## src/design/refractive_index_interpolator_assert.svh

```systemverilog
// ----------------------------------------------------------------------------
// Refractive index interpolator assertion macros
// Concurrent assertion forms used by the interpolator controller.
// ----------------------------------------------------------------------------
`ifndef REFRACTIVE_INDEX_INTERPOLATOR_ASSERT_SVH
`define REFRACTIVE_INDEX_INTERPOLATOR_ASSERT_SVH

// Same-cycle implication under reset.
`define RII_ASSERT_IMPLY(label, clk, rst_n, ante, cons, msg) \
    label: assert property (@(posedge clk) disable iff (!rst_n) (ante) |-> (cons)) \
        else $error(msg);

// Next-cycle implication under reset.
`define RII_ASSERT_NEXT(label, clk, rst_n, ante, cons, msg) \
    label: assert property (@(posedge clk) disable iff (!rst_n) (ante) |=> (cons)) \
        else $error(msg);

`endif

```

## src/design/rii_pkg.sv

```systemverilog
// ----------------------------------------------------------------------------
// rii_pkg
// Widths, status codes, optical table ROM and controller/datapath structs.
// ----------------------------------------------------------------------------
`default_nettype none

package rii_pkg;

    localparam int WAVE_W            = 16;
    localparam int INDEX_W           = 19;
    localparam int STATUS_W          = 2;
    localparam int ROM_DEPTH         = 14;
    localparam int IDX_W             = $clog2(ROM_DEPTH);
    localparam int TABLE_ENTRIES_DEF = 14;
    localparam int PROD_W            = WAVE_W + INDEX_W;
    localparam int NUM_W             = PROD_W + 1;
    localparam int DIV_STEPS         = INDEX_W;
    localparam int CNT_W             = $clog2(DIV_STEPS);

    localparam logic [STATUS_W-1:0] STATUS_INTERP = 2'd0;
    localparam logic [STATUS_W-1:0] STATUS_LOW    = 2'd1;
    localparam logic [STATUS_W-1:0] STATUS_HIGH   = 2'd2;

    typedef struct packed {
        logic load;
        logic seg_next;
        logic load_mul;
        logic load_div;
        logic div_step;
        logic emit_clamp;
        logic emit_interp;
    } rii_cmd_t;

    typedef struct packed {
        logic below;
        logic above;
        logic seg_hit;
        logic div_last;
    } rii_stat_t;

    function automatic logic [WAVE_W-1:0] rom_wave(input logic [IDX_W-1:0] idx);
        logic [WAVE_W-1:0] w;
        case (idx)
            4'd0:    w = 16'd1240;
            4'd1:    w = 16'd1378;
            4'd2:    w = 16'd1550;
            4'd3:    w = 16'd1771;
            4'd4:    w = 16'd2066;
            4'd5:    w = 16'd2480;
            4'd6:    w = 16'd2755;
            4'd7:    w = 16'd3100;
            4'd8:    w = 16'd3543;
            4'd9:    w = 16'd4133;
            4'd10:   w = 16'd4960;
            4'd11:   w = 16'd6199;
            4'd12:   w = 16'd8190;
            4'd13:   w = 16'd9613;
            default: w = '0;
        endcase
        return w;
    endfunction

    function automatic logic [INDEX_W-1:0] rom_re(input logic [IDX_W-1:0] idx);
        logic [INDEX_W-1:0] v;
        case (idx)
            4'd0:    v = 19'd30540;
            4'd1:    v = 19'd32702;
            4'd2:    v = 19'd36307;
            4'd3:    v = 19'd43909;
            4'd4:    v = 19'd62980;
            4'd5:    v = 19'd108790;
            4'd6:    v = 19'd151388;
            4'd7:    v = 19'd220201;
            4'd8:    v = 19'd300810;
            4'd9:    v = 19'd355860;
            4'd10:   v = 19'd344064;
            4'd11:   v = 19'd308675;
            4'd12:   v = 19'd255590;
            4'd13:   v = 19'd239862;
            default: v = '0;
        endcase
        return v;
    endfunction

    function automatic logic [INDEX_W-1:0] rom_im(input logic [IDX_W-1:0] idx);
        logic [INDEX_W-1:0] v;
        case (idx)
            4'd0:    v = 19'd71434;
            4'd1:    v = 19'd87163;
            4'd2:    v = 19'd108790;
            4'd3:    v = 19'd136315;
            4'd4:    v = 19'd173670;
            4'd5:    v = 19'd221512;
            4'd6:    v = 19'd243139;
            4'd7:    v = 19'd256901;
            4'd8:    v = 19'd221512;
            4'd9:    v = 19'd143524;
            4'd10:   v = 19'd65012;
            4'd11:   v = 19'd14221;
            4'd12:   v = 19'd1461;
            4'd13:   v = 19'd721;
            default: v = '0;
        endcase
        return v;
    endfunction

endpackage

`default_nettype wire

```

## src/design/rii_datapath.sv

```systemverilog
// ----------------------------------------------------------------------------
// rii_datapath
// Segment search, weighted sums and two bit-serial restoring dividers.
// ----------------------------------------------------------------------------
`default_nettype none

module rii_datapath
    import rii_pkg::*;
#(
    parameter int TABLE_ENTRIES = TABLE_ENTRIES_DEF
)
(
    input  wire logic                clk,
    input  wire logic                rst_n,
    input  wire logic [WAVE_W-1:0]   wavelength,
    input  wire rii_cmd_t            cmd,
    output rii_stat_t                st,
    output logic [INDEX_W-1:0]       index_real,
    output logic [INDEX_W-1:0]       index_imag,
    output logic [STATUS_W-1:0]      range_status
);

    localparam int COUNT = (TABLE_ENTRIES > ROM_DEPTH) ? ROM_DEPTH :
                           ((TABLE_ENTRIES < 2) ? 2 : TABLE_ENTRIES);
    localparam logic [IDX_W-1:0] LAST_IDX = IDX_W'(COUNT - 1);

    logic [IDX_W-1:0]    idx_reg,   idx_next;
    logic [CNT_W-1:0]    cnt_reg,   cnt_next;
    logic [WAVE_W-1:0]   x_reg;
    logic [WAVE_W-1:0]   to_hi_reg, from_lo_reg, width_reg;
    logic [WAVE_W-1:0]   rem_re_reg, rem_im_reg;
    logic [INDEX_W-1:0]  nq_re_reg,  nq_im_reg;
    logic [INDEX_W-1:0]  real_reg,   imag_reg;
    logic [STATUS_W-1:0] status_reg;

    logic [IDX_W-1:0]    idx_up;
    logic [WAVE_W-1:0]   w_lo, w_hi;
    logic [INDEX_W-1:0]  re_lo, re_hi, im_lo, im_hi;
    logic [NUM_W-1:0]    sum_re, sum_im;
    logic [WAVE_W:0]     step_re, step_im;
    logic                width_zero;

    function automatic logic [WAVE_W:0] div_bit(
        input logic [WAVE_W-1:0] rem,
        input logic              nbit,
        input logic [WAVE_W-1:0] dvs
    );
        logic [WAVE_W:0] trial;
        logic [WAVE_W:0] diff;
        logic            ge;
        trial = {rem, nbit};
        diff  = trial - {1'b0, dvs};
        ge    = trial >= {1'b0, dvs};
        return ge ? {1'b1, diff[WAVE_W-1:0]} : {1'b0, trial[WAVE_W-1:0]};
    endfunction

    assign idx_up = idx_reg + 1'b1;
    assign w_lo   = rom_wave(idx_reg);
    assign w_hi   = rom_wave(idx_up);
    assign re_lo  = rom_re(idx_reg);
    assign re_hi  = rom_re(idx_up);
    assign im_lo  = rom_im(idx_reg);
    assign im_hi  = rom_im(idx_up);

    assign sum_re = NUM_W'(PROD_W'(re_lo) * PROD_W'(to_hi_reg))
                  + NUM_W'(PROD_W'(re_hi) * PROD_W'(from_lo_reg));
    assign sum_im = NUM_W'(PROD_W'(im_lo) * PROD_W'(to_hi_reg))
                  + NUM_W'(PROD_W'(im_hi) * PROD_W'(from_lo_reg));

    assign step_re    = div_bit(rem_re_reg, nq_re_reg[INDEX_W-1], width_reg);
    assign step_im    = div_bit(rem_im_reg, nq_im_reg[INDEX_W-1], width_reg);
    assign width_zero = (width_reg == '0);

    assign st.below    = x_reg < rom_wave('0);
    assign st.above    = x_reg > rom_wave(LAST_IDX);
    assign st.seg_hit  = x_reg <= w_hi;
    assign st.div_last = (cnt_reg == CNT_W'(DIV_STEPS - 1));

    always_comb
    begin
        idx_next = idx_reg;
        cnt_next = cnt_reg;
        if (cmd.load)
        begin
            idx_next = '0;
        end
        else if (cmd.seg_next)
        begin
            idx_next = idx_up;
        end
        if (cmd.load_div)
        begin
            cnt_next = '0;
        end
        else if (cmd.div_step)
        begin
            cnt_next = cnt_reg + 1'b1;
        end
    end

    always_ff @(posedge clk or negedge rst_n)
    begin
        if (!rst_n)
        begin
            idx_reg <= '0;
            cnt_reg <= '0;
        end
        else
        begin
            idx_reg <= idx_next;
            cnt_reg <= cnt_next;
        end
    end

    always_ff @(posedge clk)
    begin
        if (cmd.load)
        begin
            x_reg <= wavelength;
        end
        if (cmd.load_mul)
        begin
            from_lo_reg <= x_reg - w_lo;
            to_hi_reg   <= w_hi - x_reg;
            width_reg   <= w_hi - w_lo;
        end
        if (cmd.load_div)
        begin
            rem_re_reg <= sum_re[INDEX_W+WAVE_W-1:INDEX_W];
            rem_im_reg <= sum_im[INDEX_W+WAVE_W-1:INDEX_W];
            nq_re_reg  <= sum_re[INDEX_W-1:0];
            nq_im_reg  <= sum_im[INDEX_W-1:0];
        end
        else if (cmd.div_step)
        begin
            rem_re_reg <= step_re[WAVE_W-1:0];
            rem_im_reg <= step_im[WAVE_W-1:0];
            nq_re_reg  <= {nq_re_reg[INDEX_W-2:0], step_re[WAVE_W]};
            nq_im_reg  <= {nq_im_reg[INDEX_W-2:0], step_im[WAVE_W]};
        end
        if (cmd.emit_clamp)
        begin
            if (st.below)
            begin
                real_reg   <= rom_re('0);
                imag_reg   <= rom_im('0);
                status_reg <= STATUS_LOW;
            end
            else
            begin
                real_reg   <= rom_re(LAST_IDX);
                imag_reg   <= rom_im(LAST_IDX);
                status_reg <= STATUS_HIGH;
            end
        end
        else if (cmd.emit_interp)
        begin
            real_reg   <= width_zero ? re_lo : nq_re_reg;
            imag_reg   <= width_zero ? im_lo : nq_im_reg;
            status_reg <= STATUS_INTERP;
        end
    end

    assign index_real   = real_reg;
    assign index_imag   = imag_reg;
    assign range_status = status_reg;

endmodule

`default_nettype wire

```

## src/design/rii_ctrl.sv

```systemverilog
// ----------------------------------------------------------------------------
// rii_ctrl
// Sequencer for range check, segment search, multiply and divide steps.
// ----------------------------------------------------------------------------
`default_nettype none
`include "refractive_index_interpolator_assert.svh"

module rii_ctrl
    import rii_pkg::*;
(
    input  wire logic      clk,
    input  wire logic      rst_n,
    input  wire logic      start,
    input  wire rii_stat_t st,
    output rii_cmd_t       cmd,
    output logic           busy,
    output logic           done
);

    typedef enum logic [2:0] {
        S_IDLE,
        S_RANGE,
        S_SEARCH,
        S_MULT,
        S_DIV,
        S_EMIT
    } state_t;

    state_t state_reg, state_next;
    logic   done_reg,  done_next;

    always_comb
    begin
        cmd        = '0;
        state_next = state_reg;
        done_next  = 1'b0;
        case (state_reg)
            S_IDLE:
            begin
                if (start)
                begin
                    cmd.load   = 1'b1;
                    state_next = S_RANGE;
                end
            end
            S_RANGE:
            begin
                if (st.below || st.above)
                begin
                    cmd.emit_clamp = 1'b1;
                    done_next      = 1'b1;
                    state_next     = S_IDLE;
                end
                else
                begin
                    state_next = S_SEARCH;
                end
            end
            S_SEARCH:
            begin
                if (st.seg_hit)
                begin
                    cmd.load_mul = 1'b1;
                    state_next   = S_MULT;
                end
                else
                begin
                    cmd.seg_next = 1'b1;
                end
            end
            S_MULT:
            begin
                cmd.load_div = 1'b1;
                state_next   = S_DIV;
            end
            S_DIV:
            begin
                cmd.div_step = 1'b1;
                if (st.div_last)
                begin
                    state_next = S_EMIT;
                end
            end
            S_EMIT:
            begin
                cmd.emit_interp = 1'b1;
                done_next       = 1'b1;
                state_next      = S_IDLE;
            end
            default:
            begin
                state_next = S_IDLE;
            end
        endcase
    end

    always_ff @(posedge clk or negedge rst_n)
    begin
        if (!rst_n)
        begin
            state_reg <= S_IDLE;
            done_reg  <= 1'b0;
        end
        else
        begin
            state_reg <= state_next;
            done_reg  <= done_next;
        end
    end

    assign busy = (state_reg != S_IDLE);
    assign done = done_reg;

    `RII_ASSERT_NEXT(a_start_busy, clk, rst_n, start && !busy, busy,
        "accepted beat did not raise busy")
    `RII_ASSERT_IMPLY(a_done_idle, clk, rst_n, done, !busy,
        "result strobe while still busy")
    `RII_ASSERT_NEXT(a_done_pulse, clk, rst_n, done, !done,
        "result strobe longer than one cycle")
    `RII_ASSERT_IMPLY(a_search_bound, clk, rst_n, state_reg == S_SEARCH,
        !(st.below || st.above), "segment search on clamped input")

endmodule

`default_nettype wire

```

## src/design/refractive_index_interpolator.sv

```systemverilog
// ----------------------------------------------------------------------------
// refractive_index_interpolator
// Piecewise linear lookup of complex refractive index by wavelength.
// ----------------------------------------------------------------------------
// Usage:
//   Drive wavelength (0.1 nm units) and pulse start while busy is low; the
//   beat is taken at that edge and busy rises the next cycle.
//   One result beat follows: done is high for exactly one cycle with
//   index_real, index_imag (unsigned Q3.16) and range_status valid. The
//   result ports hold their value until the next result.
//   From the accepting edge, a clamped input goes from the range check
//   straight to the result; an interpolated one passes a range check,
//   1 to 13 segment search steps (one table entry per cycle), a multiply,
//   19 divide steps and an emit. The dividers are bit-serial restoring
//   dividers, one quotient bit per cycle; the segment walk is linear.
//   Throughput: one item at a time; a new start is taken the cycle done
//   is high.
//   Reset returns the sequencer to idle with done low; no table clearing.
//   The receiver cannot stall: done is a one-cycle strobe.
// ----------------------------------------------------------------------------
`default_nettype none

module refractive_index_interpolator
    import rii_pkg::*;
#(
    parameter int TABLE_ENTRIES = TABLE_ENTRIES_DEF
)
(
    input  wire logic                clk,
    input  wire logic                rst_n,
    input  wire logic                start,
    output logic                     busy,
    output logic                     done,
    input  wire logic [WAVE_W-1:0]   wavelength,
    output logic [INDEX_W-1:0]       index_real,
    output logic [INDEX_W-1:0]       index_imag,
    output logic [STATUS_W-1:0]      range_status
);

    rii_cmd_t  cmd;
    rii_stat_t st;

    rii_ctrl u_ctrl (
        .clk   (clk),
        .rst_n (rst_n),
        .start (start),
        .st    (st),
        .cmd   (cmd),
        .busy  (busy),
        .done  (done)
    );

    rii_datapath #(
        .TABLE_ENTRIES (TABLE_ENTRIES)
    ) u_datapath (
        .clk          (clk),
        .rst_n        (rst_n),
        .wavelength   (wavelength),
        .cmd          (cmd),
        .st           (st),
        .index_real   (index_real),
        .index_imag   (index_imag),
        .range_status (range_status)
    );

endmodule

`default_nettype wire

```

## config.mk

```make
export PLATFORM = sky130hd
export DESIGN_NAME = refractive_index_interpolator
export DESIGN_NICKNAME = d
export VERILOG_FILES = /design/src/design/rii_pkg.sv /design/src/design/rii_datapath.sv /design/src/design/rii_ctrl.sv /design/src/design/refractive_index_interpolator.sv
export VERILOG_INCLUDE_DIRS = /design/src /design/src/design
export SDC_FILE = /design/constraint.sdc
export NUM_CORES = 2
export LEC_CHECK = 0
export BUFFER_PORTS_ARGS = -buffer_cell sky130_fd_sc_hd__clkbuf_2
export CORE_MARGIN = 1.5
export CORE_UTILIZATION = 28
export CTS_CLUSTER_DIAMETER = 80
export DETAILED_ROUTE_END_ITERATION = 12
export GPL_TIMING_DRIVEN = 0
export PLACE_DENSITY = 0.52
export SYNTH_ARGS = -nofsm -noshare
export SYNTH_HDL_FRONTEND = slang
export SYNTH_SLANG_ARGS = --single-unit
```

## constraint.sdc

```tcl
create_clock -name clk -period 24.7 [get_ports clk]
set_clock_uncertainty 0.05 [all_clocks]
set_input_delay 3.705 -clock clk [delete_from_list [all_inputs] [get_ports clk]]
set_output_delay 3.705 -clock clk [all_outputs]
set_load 0.02 [all_outputs]
```

* Word-level counts from Yosys, hierarchy flattened *
Memories as Yosys holds them, arrays and structs flattened.
Index checks and enable logic that the tools add are counted.
W data, S select, Z words.

word-level totals
  memories kept = 6
  bits in writable memories = 0
  output and inout port bits = 42
  ROM bits = 1632
  latch bits = 0
  register bits = 187

cells by class
  shift-type cells = 0
  eq/ne operators = 9
  muxes and demuxes = 41
  $mul = 4
  bitwise operators = 0
  reductions and logical operators = 8
  order comparisons = 5
  add/sub/neg operators = 9
  div/mod/pow operators = 0

memories
  name              depth  bits a word  rd ports  clocked after Yosys merged registers in  wr ports  line           text
  (name not given)  16     19           1         0                                        0         rii_pkg.sv:65  case (idx)
  (name not given)  16     19           1         0                                        0         rii_pkg.sv:65
  (name not given)  16     18           1         0                                        0         rii_pkg.sv:87  case (idx)
  (name not given)  16     18           1         0                                        0         rii_pkg.sv:87
  (name not given)  16     14           1         0                                        0         rii_pkg.sv:43  case (idx)
  (name not given)  16     14           1         0                                        0         rii_pkg.sv:43

operators by type and width
  kind                    count
  $mux W19                10
  $mul A19 B16 Y35        4
  $sub A16 B16 Y16        5
  $add A35 B35 Y35        2
  $mux W16                4
  $mux W17                3
  $ge A17 B16 Y1          2
  $mux W18                1
  $gt A16 B14 Y1 const B  1
  $le A16 B16 Y1          1
  $logic_not A16 Y1       1
  $lt A16 B11 Y1 const B  1
  $pmux W3 S5             1
  $mux W2                 5
  $mux W5                 2
  $mux W1                 9
  $mux W3                 3
  $mux W4                 2
  $eq A3 B2 Y1 const B    2
  $eq A3 B3 Y1 const B    2
  $ne A2 B2 Y1 const B    3
  $reduce_bool A2 Y1      3
  $add A5 B1 Y5 const B   1
  $eq A5 B5 Y1 const B    1
  other kinds (7)         7

* Logic depth before layout (Yosys ltp) *
An unclocked memory read counts as a cell.

  word-level depth = 7
  mapped depth = 39
  depth with buffers taken out = 34

* Cells and area by module *
A second synthesis with hierarchy kept.

second synthesis, totals
  cells, all modules = 5696
  area, all modules = 52248.9 µm²

modules (own cells, without submodules)
  module        area each (µm²)  cells an instance  times used
  rii_datapath  52027.4          5672               1
  rii_ctrl      221.5            24                 1

* Worst setup path after synthesis *
No wires, ideal clock.

  path kind = flip-flop to flip-flop
  start point = register u_datapath.idx_reg[2]
  end point = register u_datapath.rem_re_reg[13] (data pin)
  stages on the path, launching flop included = 34
  slack = 14967 ps
  arrival time = 9416 ps
  setup time = 267 ps
  data required time = 24383 ps
  buffers on the path = 8
  clock period less this slack = 9733 ps
  path through = dfrtp_1 -> inv_1 -> clkbuf_1 -> clkbuf_1 -> clkbuf_1 -> ha_1 -> clkbuf_1 -> inv_1 -> clkbuf_1 -> clkbuf_1 -> clkbuf_1 -> ha_1 -> o21ai_0 -> clkbuf_1 -> nand2_1 -> fa_1 -> fa_1 -> fa_1 -> fa_1 -> fa_1 -> fa_1 -> fa_1 -> fa_1 -> inv_1 -> ha_1 -> and3_1 -> and2_1 -> a221oi_2 -> o31ai_2 -> a21oi_2 -> a21oi_2 -> a2111oi_4 -> xor2_1 -> o21ai_0

between the ends
  cells in the longest elaborated chain, start to end = 5
  elaborated cells between the ends (all ways) = 7
  those cells by class = 2 x add/sub; 2 x mul; 1 x mux; 2 x memory

ends and longest elaborated chain
  item                      line                 text
  start: declaration        rii_datapath.sv:27   logic [IDX_W-1:0] idx_reg, idx_next;
  start signal: assignment  rii_datapath.sv:110  idx_reg <= idx_next;
  $add A4 B1 Y4             rii_datapath.sv:57   assign idx_up = idx_reg + 1'b1;
  $mem_v2 Z16 W19           n/a
  $mul A19 B16 Y35          rii_datapath.sv:66   + NUM_W'(PROD_W'(re_hi) * PROD_W'(from_lo_reg));
  $add A35 B35 Y35 (*)      rii_datapath.sv:66
  $mux W16 (*)              rii_datapath.sv:127  if (cmd.load_div)
  end signal: assignment    rii_datapath.sv:129  rem_re_reg <= sum_re[INDEX_W+WAVE_W-1:INDEX_W];
  end signal: assignment    rii_datapath.sv:136  rem_re_reg <= step_re[WAVE_W-1:0];
  end: declaration          rii_datapath.sv:31   logic [WAVE_W-1:0] rem_re_reg, rem_im_reg;

Every way passes the cells marked *; elsewhere a longest branch is shown, timed or not.
A chain may end at the register's enable or synchronous reset.

* Final worst setup path *
  start point = register u_datapath.idx_reg[2]
  end point = register u_datapath.rem_im_reg[15] (data pin)

between the ends
  cells in the longest elaborated chain, start to end = 5
  elaborated cells between the ends (all ways) = 7
  those cells by class = 2 x add/sub; 2 x mul; 1 x mux; 2 x memory

ends and longest elaborated chain
  item                    line                 text
  $add A4 B1 Y4           rii_datapath.sv:57
  $mem_v2 Z16 W18         n/a
  $mul A19 B16 Y35        rii_datapath.sv:68   + NUM_W'(PROD_W'(im_hi) * PROD_W'(from_lo_reg));
  $add A35 B35 Y35 (*)    rii_datapath.sv:68
  $mux W16 (*)            rii_datapath.sv:127
  end signal: assignment  rii_datapath.sv:130  rem_im_reg <= sum_im[INDEX_W+WAVE_W-1:INDEX_W];
  end signal: assignment  rii_datapath.sv:137  rem_im_reg <= step_im[WAVE_W-1:0];
  end: declaration        rii_datapath.sv:31

Marked as above.

==> metrics.cfg <==
[sta]
worst-slew-pin-transition_ns=1.487
relSlewSlack_pct=-0.1713
fin_tns_setup_ns=0
min_period_over_period_pct=54.21
finalHoldViolations=0
finalCriticalPeriod_ns=13.39
fmax_ghz=0.07469
setup_violations=0
slew_violations=1
rsz0062_at_grt=no

[flow_run]
maxCapViolCount=1

[critical_path]
critical_path_class=reg -> reg
cp.required_ns=24.89
startpoint=u_datapath.idx_reg[2]$_DFFE_PN0P_
crit_path_max_fanout=14
r2r-start=u_datapath.idx_reg[2]$_DFFE_PN0P_
r2r_cells=34
slowest_stage=clkbuf_1
critical_path.endpoint=u_datapath.rem_im_reg[15]$_DFFE_PP_
crit_path_start_kind=flop
r2r-end=u_datapath.rem_im_reg[15]$_DFFE_PP_
critPathCaptureType=flop
r2r_slack_ns=11.31
slowest_delay_ns=0.65
arrival_ns=13.58

[final_layout]
postLayoutCellArea_mm2=0.05687
drive_gt1_share_pct=3.471
syn2layout_area_growth_pct=8.531
fillers=19780
multi_input_area_mm2=0.04095
seqCellArea_mm2=0.005550
post-route-util_pct=30.64
layout.nets=7484

[clock_tree]
h-tree-depth=4
cts_buffers=17
cts_hold_buffers=0
insertion_delay_ns=0.52
clockRootBuffer=clkbuf_16
cts_tree=built
clkTransAtPathRegs_ns=0.08
cts.path.max_buffers=2
clock-sinks=187
cts_resized=0
post_cts_buffers=0

[synthesis]
synth_top_area_share_pct=40.08
ys_warn_count=0
synthFlopType=edfxtp_1
ys_top_cells_by_area=fa_1 (40%), ha_1 (12%), edfxtp_1 (10%)
synthArstFlopShare_pct=6.952
synth_edf_count=174
synth_fp_nets=7377
synth_seq_cells=187
synth_area_per_cell_um2=9.011
synth_top_area_cell=fa_1
synth_cell_types=81
syn_inst=5815
seq_area_frac_synth_pct=10.59
netlist_area_mm2=0.05240
ys_top_cells_by_count=inv_1 (1,303), fa_1 (1,049), nand2_1 (820), and2_1 (529), ha_1 (494)
synth.most_common_cell=inv_1

[floorplanning]
top_level_ports=61
die_area_mm2=0.1898
rows=158
start_util_pct=28.23
core_mm2=0.1856
die_h_um=435.6
die_w_um=435.6

[detailed_routing]
drt_first_pass_iters=6
via_per_inst=4.904
dr.first_iter.drc_count=3375
wl_per_cell_um=23.38
drc=0
ant_nets=0
num_vias=41330
wirelength_um=197000

[global_routing]
grt-ovfl-total=0
grt_max_degree=65
grtUsageTotal_pct=20.83
grt_pass1_wl_um=287600
antenna_found_initial=20
grt_pass1_vias=43180

[placement]
gp_congestion=0.9582
place_area_mm2=0.05624
dp_hpwl_um=170400
port_buffers=60

[outcome]
failed_checks=capacitance limit, slew limit
status=complete, but fails checks

[worst_hold_path]
hold_path_class=reg -> reg

routing by layer:
| metal | global-route usage, % | vias to the layer above | part of all wire, % |
|---|---|---|---|
| met5 | 0 | - | 0 |
| met2 | 33.13 | 1555 | 46 |
| met1 | 28.27 | 21600 | 42 |
| met4 | 8.521 | 0 | 4.7 |
| li1 | - | 17900 | - |
| met3 | 3.067 | 277 | 8.1 |
logic make-up (layout without fill, tap and decap cells):
group / after synthesis / in the layout / synth area share (%)
buf+inv: 1583 / 1703 / 11.42
mux: 53 / 53 / 1.029
fa+ha+maj: 1543 / 1543 / 51.87
compound gates: 569 / 569 / 6.824
other cells: 0 / 13 / 0
flops: 187 / 187 / 10.59
simple gates: 1761 / 1761 / 16.26
xor+xnor: 119 / 119 / 2.003
worst max-delay path: cells and delay by family (launching register included):
family / cells / cell delay, ns
AOI/OAI and AO/OA: 6 / 2.04
buffers and inverters: 13 / 4.33
adders and majority gates: 11 / 5.13
xor gates and xnor gates: 1 / 0.57
DFF: 1 / 0.49
and+or+nand+nor: 3 / 0.47
layout by cell type, fill, tap and decap left out, types with 11 or more instances in the layout:
cell type / n
a211oi_1: 25
a21o_1: 50
a21oi_1: 142
a21oi_2: 11
a31oi_1: 23
and2_1: 529
and3_1: 37
buf_1: 32
buf_2: 22
buf_6: 12
clkbuf_1: 224
clkbuf_16: 17
clkbuf_2: 62
dfrtp_1: 13
diode_2: 13
edfxtp_1: 174
fa_1: 1049
ha_1: 494
inv_1: 1302
mux2i_1: 46
nand2_1: 820
nand2b_1: 24
nand3_1: 40
nand4_1: 20
nor2_1: 150
nor2b_1: 40
nor3_1: 41
o211ai_1: 17
o21a_1: 17
o21ai_0: 155
o21ai_1: 21
o31ai_1: 14
or2_2: 12
or3_1: 18
xnor2_1: 61
xor2_1: 57
layout make-up:
cell class,count,area share [%]
Inverter,1303,8.604
Buffer,280,1.923
Clock inverter,14,0.2684
Tap cell,2480,5.456
Timing Repair Buffer,88,1.168
Sequential cell,187,9.759
Clock buffer,18,0.7546
Multi-Input combinational cell,4045,72.01
Antenna cell,13,0.05720
worst min-delay path by stage:
stage / startpoint / end / slack (ns) / cells after the start
final: u_datapath.cnt_reg[4]$_DFFE_PN0P_ / u_datapath.cnt_reg[4]$_DFFE_PN0P_ / 0.46 / 1
after global routing: u_datapath.cnt_reg[4]$_DFFE_PN0P_ / u_datapath.cnt_reg[4]$_DFFE_PN0P_ / 0.49 / 1
after CTS: u_datapath.cnt_reg[4]$_DFFE_PN0P_ / u_datapath.cnt_reg[4]$_DFFE_PN0P_ / 0.47 / 1
after detailed placement: u_datapath.cnt_reg[4]$_DFFE_PN0P_ / u_datapath.cnt_reg[4]$_DFFE_PN0P_ / 0.46 / 1
after global placement: u_datapath.cnt_reg[4]$_DFFE_PN0P_ / u_datapath.cnt_reg[4]$_DFFE_PN0P_ / 0.45 / 1
after floorplan: u_datapath.cnt_reg[4]$_DFFE_PN0P_ / u_datapath.cnt_reg[4]$_DFFE_PN0P_ / 0.41 / 1
through the flow:
stage               cells  setup WS [ns]  hold WS [ns]
finish               8428          11.31        0.4587
global route         8415          10.93        0.4880
CTS                  8413          11.56        0.4697
detailed placement   8381          11.62        0.4584
global placement     8355          10.92        0.4488
floorplan            5815          14.97        0.4074
Power is not shown: default switching activity piles up to over one toggle a cycle in this logic, so the estimate is an artifact.
